## config.mk

```make
export PLATFORM = sky130hd
export DESIGN_NAME = per_thread_inlier_count_stop
export DESIGN_NICKNAME = d
export VERILOG_FILES = /design/src/rtl/pics_pkg.sv /design/src/rtl/per_thread_inlier_count_stop.sv /design/src/rtl/pics_ctrl.sv /design/src/rtl/pics_dpath.sv
export SDC_FILE = /design/constraint.sdc
export NUM_CORES = 2
export LEC_CHECK = 0
export BUFFER_PORTS_ARGS = -buffer_cell sky130_fd_sc_hd__buf_4
export CORE_MARGIN = 5
export CORE_UTILIZATION = 30
export CTS_BUF_LIST = sky130_fd_sc_hd__clkbuf_8 sky130_fd_sc_hd__clkbuf_16
export CTS_CLUSTER_SIZE = 24
export DETAILED_ROUTE_END_ITERATION = 7
export RECOVER_POWER = 50
export SYNTH_ARGS = -nofsm -noshare
export SYNTH_HDL_FRONTEND = slang
export SYNTH_SLANG_ARGS = --single-unit
```

## constraint.sdc

```tcl
create_clock -name clock -period 11.8 [get_ports clock]
set_input_delay 3.54 -clock clock [delete_from_list [all_inputs] [get_ports clock]]
set_output_delay 3.54 -clock clock [all_outputs]
set_load 0.02 [all_outputs]
```

## src/rtl/pics_pkg.sv

```systemverilog
// Package for the per-thread inlier count stop block.
// Holds the widths, codes and the command and status structs shared by
// the controller, the datapath and the top level. No dependencies.
package pics_pkg;

   localparam int THREADS = 8;
   localparam int THR_W = (THREADS > 1) ? $clog2(THREADS) : 1;
   localparam int CNT_W = 16;
   localparam int IDX_W = 3;
   localparam int CSR_IDX_W = 1;
   localparam logic [CNT_W-1:0] CNT_MAX = {CNT_W{1'b1}};

   localparam logic FUNC_OBSERVE = 1'b0;
   localparam logic FUNC_END = 1'b1;

   localparam logic [CSR_IDX_W-1:0] CSR_BELOW_PAR_CUTOFF = 1'b0;
   localparam logic [CSR_IDX_W-1:0] CSR_TOTAL_POINTS = 1'b1;

   typedef struct packed {
      logic update;
      logic mul;
      logic sweep;
      logic [THR_W-1:0] sweep_idx;
      logic load_rsp;
      logic stop_sel;
   } cmd_type;

   typedef struct packed {
      logic thread_valid;
   } status_type;

endpackage

```

## src/rtl/per_thread_inlier_count_stop.sv

```systemverilog
// Per-thread inlier count early stop, top level.
// Observe item: counter update, product stage, compare, result register;
// compare waits while a stalled result is held, out-of-range threads skip
// to the result. End item: one counter per cycle through the max sweep.
// Synchronous active-high reset clears all counters and the best count,
// sets below_par_cutoff to 0 and total_points to 65535.
module per_thread_inlier_count_stop (
   input  logic clock,
   input  logic reset,
   input  logic csr_valid,
   output logic csr_ready,
   input  logic [pics_pkg::CSR_IDX_W-1:0] csr_index,
   input  logic [pics_pkg::CNT_W-1:0] csr_data,
   input  logic req_valid,
   output logic req_stall,
   input  logic req_func,
   input  logic [pics_pkg::IDX_W-1:0] req_thread_index,
   input  logic req_is_inlier,
   output logic rsp_valid,
   input  logic rsp_stall,
   output logic rsp_stop_now,
   output logic [pics_pkg::CNT_W-1:0] rsp_best_inliers
);

   pics_pkg::cmd_type cmd;
   pics_pkg::status_type status;

   assign csr_ready = 1'b1;

   pics_ctrl u_ctrl (
      .clock(clock),
      .reset(reset),
      .req_valid(req_valid),
      .req_stall(req_stall),
      .req_func(req_func),
      .rsp_valid(rsp_valid),
      .rsp_stall(rsp_stall),
      .status(status),
      .cmd(cmd)
   );

   pics_dpath u_dpath (
      .clock(clock),
      .reset(reset),
      .csr_valid(csr_valid),
      .csr_index(csr_index),
      .csr_data(csr_data),
      .req_thread_index(req_thread_index),
      .req_is_inlier(req_is_inlier),
      .cmd(cmd),
      .status(status),
      .rsp_stop_now(rsp_stop_now),
      .rsp_best_inliers(rsp_best_inliers)
   );

endmodule

```

## src/rtl/pics_ctrl.sv

```systemverilog
// Controller for the per-thread inlier count stop block.
// Sequences observe and end items, owns the handshakes and the sweep
// counter. Depends on pics_pkg.
module pics_ctrl (
   input  logic clock,
   input  logic reset,
   input  logic req_valid,
   output logic req_stall,
   input  logic req_func,
   output logic rsp_valid,
   input  logic rsp_stall,
   input  pics_pkg::status_type status,
   output pics_pkg::cmd_type cmd
);

   typedef enum logic [4:0] {
      S_IDLE  = 5'b00001,
      S_MUL   = 5'b00010,
      S_CMP   = 5'b00100,
      S_SWEEP = 5'b01000,
      S_EMIT  = 5'b10000
   } state_type;

   state_type state_ff, state_in;
   logic [pics_pkg::THR_W-1:0] sweep_cnt_ff, sweep_cnt_in;
   logic rsp_valid_ff, rsp_valid_in;
   logic accept;
   logic slot_free;

   assign req_stall = (state_ff != S_IDLE);
   assign accept = req_valid && !req_stall;
   assign slot_free = !rsp_valid_ff || !rsp_stall;
   assign rsp_valid = rsp_valid_ff;

   always_comb begin
      state_in = state_ff;
      sweep_cnt_in = sweep_cnt_ff;
      cmd = '0;
      cmd.sweep_idx = sweep_cnt_ff;
      rsp_valid_in = rsp_valid_ff && rsp_stall;
      case (state_ff)
         S_IDLE: begin
            if (accept) begin
               if (req_func == pics_pkg::FUNC_END) begin
                  sweep_cnt_in = '0;
                  state_in = S_SWEEP;
               end else if (status.thread_valid) begin
                  cmd.update = 1'b1;
                  state_in = S_MUL;
               end else begin
                  state_in = S_EMIT;
               end
            end
         end
         S_MUL: begin
            cmd.mul = 1'b1;
            state_in = S_CMP;
         end
         S_CMP: begin
            if (slot_free) begin
               cmd.load_rsp = 1'b1;
               cmd.stop_sel = 1'b1;
               rsp_valid_in = 1'b1;
               state_in = S_IDLE;
            end
         end
         S_SWEEP: begin
            cmd.sweep = 1'b1;
            sweep_cnt_in = sweep_cnt_ff + 1'b1;
            if (sweep_cnt_ff == pics_pkg::THR_W'(pics_pkg::THREADS - 1)) begin
               state_in = S_EMIT;
            end
         end
         S_EMIT: begin
            if (slot_free) begin
               cmd.load_rsp = 1'b1;
               rsp_valid_in = 1'b1;
               state_in = S_IDLE;
            end
         end
         default: begin
            state_in = S_IDLE;
         end
      endcase
   end

   always_ff @(posedge clock) begin
      if (reset) begin
         state_ff <= S_IDLE;
         sweep_cnt_ff <= '0;
         rsp_valid_ff <= 1'b0;
      end else begin
         state_ff <= state_in;
         sweep_cnt_ff <= sweep_cnt_in;
         rsp_valid_ff <= rsp_valid_in;
      end
   end

   a_end_starts_sweep: assert property (@(posedge clock) disable iff (reset)
      (accept && req_func == pics_pkg::FUNC_END) |=> (state_ff == S_SWEEP))
      else $error("end item did not start the counter sweep");

   a_no_overwrite: assert property (@(posedge clock) disable iff (reset)
      cmd.load_rsp |-> !(rsp_valid_ff && rsp_stall))
      else $error("result loaded over an item still waiting");

   a_sweep_from_zero: assert property (@(posedge clock) disable iff (reset)
      (state_ff == S_SWEEP && $past(state_ff) == S_IDLE) |-> (sweep_cnt_ff == '0))
      else $error("sweep did not start at thread zero");

endmodule

```

## src/rtl/pics_dpath.sv

```systemverilog
// Datapath for the per-thread inlier count stop block.
// Holds the per-thread counters, best count, configuration, the product
// pipeline and the result register. Depends on pics_pkg.
module pics_dpath (
   input  logic clock,
   input  logic reset,
   input  logic csr_valid,
   input  logic [pics_pkg::CSR_IDX_W-1:0] csr_index,
   input  logic [pics_pkg::CNT_W-1:0] csr_data,
   input  logic [pics_pkg::IDX_W-1:0] req_thread_index,
   input  logic req_is_inlier,
   input  pics_pkg::cmd_type cmd,
   output pics_pkg::status_type status,
   output logic rsp_stop_now,
   output logic [pics_pkg::CNT_W-1:0] rsp_best_inliers
);

   localparam int W = pics_pkg::CNT_W;

   logic [W-1:0] points_ff [pics_pkg::THREADS];
   logic [W-1:0] points_in [pics_pkg::THREADS];
   logic [W-1:0] inliers_ff [pics_pkg::THREADS];
   logic [W-1:0] inliers_in [pics_pkg::THREADS];
   logic [W-1:0] best_ff, best_in;
   logic [W-1:0] cutoff_ff, cutoff_in;
   logic [W-1:0] total_ff, total_in;

   logic [W-1:0] p_q_ff, p_q_in;
   logic [W-1:0] i_q_ff, i_q_in;
   logic outlier_ff, outlier_in;
   logic [2*W:0] lhs_ff, lhs_in;
   logic [2*W-1:0] rhs_ff, rhs_in;
   logic reach_ff, reach_in;
   logic stop_ff, stop_in;
   logic [W-1:0] rsp_best_ff, rsp_best_in;

   logic [pics_pkg::THR_W-1:0] thr;
   logic [W-1:0] p_cur, i_cur, p_new, i_new, sweep_val;
   logic [W:0] slack_sum;
   logic stop_calc;

   assign status.thread_valid = (32'(req_thread_index) < pics_pkg::THREADS);
   assign thr = req_thread_index[pics_pkg::THR_W-1:0];
   assign p_cur = points_ff[thr];
   assign i_cur = inliers_ff[thr];
   assign p_new = (p_cur == pics_pkg::CNT_MAX) ? p_cur : p_cur + 1'b1;
   assign i_new = (req_is_inlier && i_cur != pics_pkg::CNT_MAX) ? i_cur + 1'b1 : i_cur;
   assign sweep_val = inliers_ff[cmd.sweep_idx];
   assign slack_sum = {1'b0, i_q_ff} + {1'b0, cutoff_ff};
   assign stop_calc = outlier_ff && (({1'b0, rhs_ff} > lhs_ff) || reach_ff);

   always_comb begin
      points_in = points_ff;
      inliers_in = inliers_ff;
      best_in = best_ff;
      cutoff_in = cutoff_ff;
      total_in = total_ff;
      p_q_in = p_q_ff;
      i_q_in = i_q_ff;
      outlier_in = outlier_ff;
      lhs_in = lhs_ff;
      rhs_in = rhs_ff;
      reach_in = reach_ff;
      stop_in = stop_ff;
      rsp_best_in = rsp_best_ff;

      if (csr_valid) begin
         case (csr_index)
            pics_pkg::CSR_BELOW_PAR_CUTOFF: cutoff_in = csr_data;
            pics_pkg::CSR_TOTAL_POINTS: total_in = csr_data;
            default: ;
         endcase
      end

      if (cmd.update) begin
         points_in[thr] = p_new;
         inliers_in[thr] = i_new;
         p_q_in = p_new;
         i_q_in = i_new;
         outlier_in = !req_is_inlier;
      end

      if (cmd.mul) begin
         lhs_in = {{W{1'b0}}, slack_sum} * {{(W+1){1'b0}}, total_ff};
         rhs_in = {{W{1'b0}}, best_ff} * {{W{1'b0}}, p_q_ff};
         // Remaining points short of the best: total - p < best - i.
         reach_in = ({1'b0, total_ff} + {1'b0, i_q_ff}) < ({1'b0, best_ff} + {1'b0, p_q_ff});
      end

      if (cmd.sweep) begin
         if (sweep_val > best_ff) begin
            best_in = sweep_val;
         end
         points_in[cmd.sweep_idx] = '0;
         inliers_in[cmd.sweep_idx] = '0;
      end

      if (cmd.load_rsp) begin
         stop_in = cmd.stop_sel ? stop_calc : 1'b0;
         rsp_best_in = best_ff;
      end
   end

   always_ff @(posedge clock) begin
      if (reset) begin
         for (int k = 0; k < pics_pkg::THREADS; k++) begin
            points_ff[k] <= '0;
            inliers_ff[k] <= '0;
         end
         best_ff <= '0;
         cutoff_ff <= '0;
         total_ff <= pics_pkg::CNT_MAX;
      end else begin
         points_ff <= points_in;
         inliers_ff <= inliers_in;
         best_ff <= best_in;
         cutoff_ff <= cutoff_in;
         total_ff <= total_in;
      end
   end

   always_ff @(posedge clock) begin
      p_q_ff <= p_q_in;
      i_q_ff <= i_q_in;
      outlier_ff <= outlier_in;
      lhs_ff <= lhs_in;
      rhs_ff <= rhs_in;
      reach_ff <= reach_in;
      stop_ff <= stop_in;
      rsp_best_ff <= rsp_best_in;
   end

   assign rsp_stop_now = stop_ff;
   assign rsp_best_inliers = rsp_best_ff;

   a_best_monotonic: assert property (@(posedge clock) disable iff (reset)
      !$past(reset) |-> (best_ff >= $past(best_ff)))
      else $error("best count decreased");

endmodule
```

==> flow_summary.yaml <==
worst_hold_path:
  hold_end: "u_dpath.points_ff[88]"
  min_from: "u_dpath.points_ff[88]"
  min_path_type: "register to register"
  whs_path_depth: 2
routing:
  viasPerCell: 5.13
  vias: 31400
  routed_wl_um: 119000
  drc: 0
  dr_wl_met2_um: 56000
  wire_per_inst_um: 19.5
  ant_nets: 0
  wl_met3_um: 7980
  drt_iter0_markers: 2564
  top_layer_used: "met4"
  drt-met1-wl_um: 50900
  dr.pass1.iters: 6
clocking:
  cts.path.max_buffers: 3
  cts_resized: 0
  cts_root_buffer: "clkbuf_16"
  clkLatencyLatePin_ps: 640
  cts_buffers: 52
  cts_hold_buf: 0
  htreeDepth: 2
  clock-sinks: 429
  path_clk_slew_ps: 60
  post_cts_buffers: 0
  cts_tree: "yes"
worst_setup_path:
  path_class: "input port to register"
  r2r_start: "u_dpath.i_q_ff[0]"
  rr_worst_depth: 32
  reg2reg_slack_ps: 2100
  critPathCaptureType: "register"
  rr_endpoint: "u_dpath.lhs_ff[32]"
  path_max_fanout: 40
  worstSetupStartpointType: "input port"
  worstPathRequired_ps: 12100
  cp.arrival_ps: 10010
logic_synthesis:
  syn_area_per_cell_um2: 8.98
  synthCells: 4377
  netlist_area_mm2: 0.0393
  synthesis.nets: 5134
  synth_ff_type: "dfxtp_1"
  synth_cell_type_count: 80
  yosysWarnings: 0
  ys_ff_latch: 429
  synth-edff-count: 116
  async_flop_share_pct: 0
  seq_area_frac_synth_pct: 24.8
sta:
  relSlewSlack_pct: -175
  fin_crit_sh_pct: 82.2
  rsz0062_at_grt: "false"
  fin_crit_ps: 9700
  hold_viol: 0
  worst_clock_skew_ps: 53.7
  layout_setup_ws_ps: 2100
  tightest_slew_ps: 4120
  setup-tns-final_ps: 0
  slew_viol_final: 356
  setup_viol: 0
  fmax_mhz: 103
floorplan:
  coreArea_mm2: 0.130
  initial_core_util_pct: 30.3
  num_rows: 132
  die_x_um: 372
  dieHeight_um: 372
  pin_count: 47
  dieArea_mm2: 0.138
global_route:
  gr-usage-all-layers_pct: 17.0
  grt_max_degree: 90
  gr-total-overflow: 0
  grt_pass1_vias: 31300
  grt_pass1_wl_um: 185000
  antenna_found_initial: 3
outcome:
  failed_checks: "capacitance limit, slew limit"
  status: "finished with violations"
placement:
  hpwl_um: 84300
  io_buffers: 45
  place_ws_ps: 2310
  globalplace.congestion: 0.875
finish:
  areaGrowthSynthToFinish_pct: 9.70
  drive_gt1_share_pct: 6.38
  layout_commonest_cell: "nand2_1"
  layout_common_cells: "624 x nand2_1, 574 x inv_1, 405 x fa_1"
  antenna_cells: 0
  layout.nets: 5086
job:
  cap_violations: 10
-- critical path, cell delays in order --
cell and delay [ps]:
buf_4 490, clkbuf_1 1820, inv_1 1110, o21ai_0 290
o2111ai_1 300, nor4_1 670, nand3_1 290, o21ai_0 370
mux2i_1 790, inv_1 290
-- layout make-up --
type	count	area (um^2)
clock buffer	62	1450
inverter	564	2120
sequential	429	9750
fill	13600	86700
multi-input combinational	3170	26600
tap	1742	2180
clock inverter	35	364
timing repair buffer	112	683
-- state kept, by name, indices dropped and copies added (netlist names), 3 cells and up --
| name | count |
|---|---|
| u_dpath.cutoff_ff | 16 |
| u_ctrl.state_ff | 5 |
| u_dpath.total_ff | 16 |
| u_dpath.points_ff | 128 |
| u_dpath.rhs_ff | 32 |
| u_dpath.p_q_ff | 16 |
| u_dpath.rsp_best_inliers | 16 |
| u_dpath.i_q_ff | 16 |
| u_dpath.inliers_ff | 128 |
| u_dpath.best_ff | 16 |
| u_ctrl.sweep_cnt_ff | 3 |
| u_dpath.lhs_ff | 33 |
-- synth_stat cells, drive strengths merged, types with 5 or more instances --
| master | n | area, um^2 |
|---|---|---|
| a2111oi | 14 | 173 |
| a211o | 20 | 175 |
| a211oi | 49 | 368 |
| a21o | 50 | 375 |
| a21oi | 252 | 1260 |
| a22oi | 32 | 240 |
| a31oi | 13 | 81.3 |
| and2 | 219 | 1370 |
| and3 | 40 | 250 |
| and3b | 5 | 43.8 |
| buf | 38 | 231 |
| clkbuf | 176 | 661 |
| dfxtp | 313 | 6270 |
| edfxtp | 116 | 3480 |
| fa | 405 | 8110 |
| ha | 325 | 4070 |
| inv | 563 | 2110 |
| mux2 | 45 | 507 |
| mux2i | 55 | 551 |
| mux4 | 33 | 743 |
| nand2 | 630 | 2360 |
| nand2b | 28 | 175 |
| nand3 | 92 | 460 |
| nand3b | 7 | 52.6 |
| nand4 | 22 | 138 |
| nor2 | 246 | 923 |
| nor2b | 39 | 244 |
| nor3 | 51 | 255 |
| nor3b | 19 | 143 |
| nor4 | 10 | 83.8 |
| nor4b | 6 | 58.8 |
| o2111ai | 6 | 52.6 |
| o211ai | 6 | 45.0 |
| o21a | 25 | 188 |
| o21ai | 161 | 810 |
| o21bai | 8 | 60.1 |
| o221ai | 19 | 166 |
| o22ai | 12 | 75.1 |
| o31ai | 20 | 150 |
| or2 | 13 | 81.3 |
| or3 | 12 | 75.1 |
| or4 | 17 | 128 |
| xnor2 | 72 | 653 |
| xor2 | 38 | 333 |
-- through the flow --
stage	instance area, um^2	instances	util, %	hold WS [ps]
5_1_grt	43100	6114	33.2	468
3_3_place_gp	41500	6017	32.0	435
6_report	43100	6114	33.2	450
4_1_cts	43300	6114	33.4	452
2_1_floorplan	39300	4377	-	428
3_5_place_dp	41500	6017	32.0	444
-- worst max-delay path by stage --
stage | from | endpoint | slack, ps | depth (start not counted)
floorplan | u_dpath.i_q_ff[0] | u_dpath.lhs_ff[32] | 3510 | 33
global placement | u_dpath.i_q_ff[0] | u_dpath.lhs_ff[32] | 2470 | 32
detailed placement | u_dpath.i_q_ff[0] | u_dpath.lhs_ff[32] | 2310 | 32
CTS | u_dpath.i_q_ff[0] | u_dpath.lhs_ff[32] | 2230 | 32
global route | u_dpath.i_q_ff[0] | u_dpath.lhs_ff[32] | 1520 | 32
finish | req_thread_index[0] | u_dpath.i_q_ff[1] | 2100 | 10
-- logic make-up after synthesis --
group	after synthesis	synth area share (%)
buffers and inverters	778	7.66
xor gates and xnor gates	110	2.51
AOI/OAI and AO/OA	734	11.9
other	1	0.00955
DFF	429	24.8
muxes	133	4.58
adders and majority gates	730	31.0
and+or+nand+nor	1462	17.6
-- routing by layer --
metal | global-route usage (%) | vias up
li1 | - | 14400
met1 | 22.5 | 15600
met2 | 28.6 | 1092
met3 | 2.35 | 256
met4 | 5.72 | 0
met5 | 0 | -
Power is not shown: default switching activity piles up to over one toggle a cycle in this logic, so the estimate is an artifact.
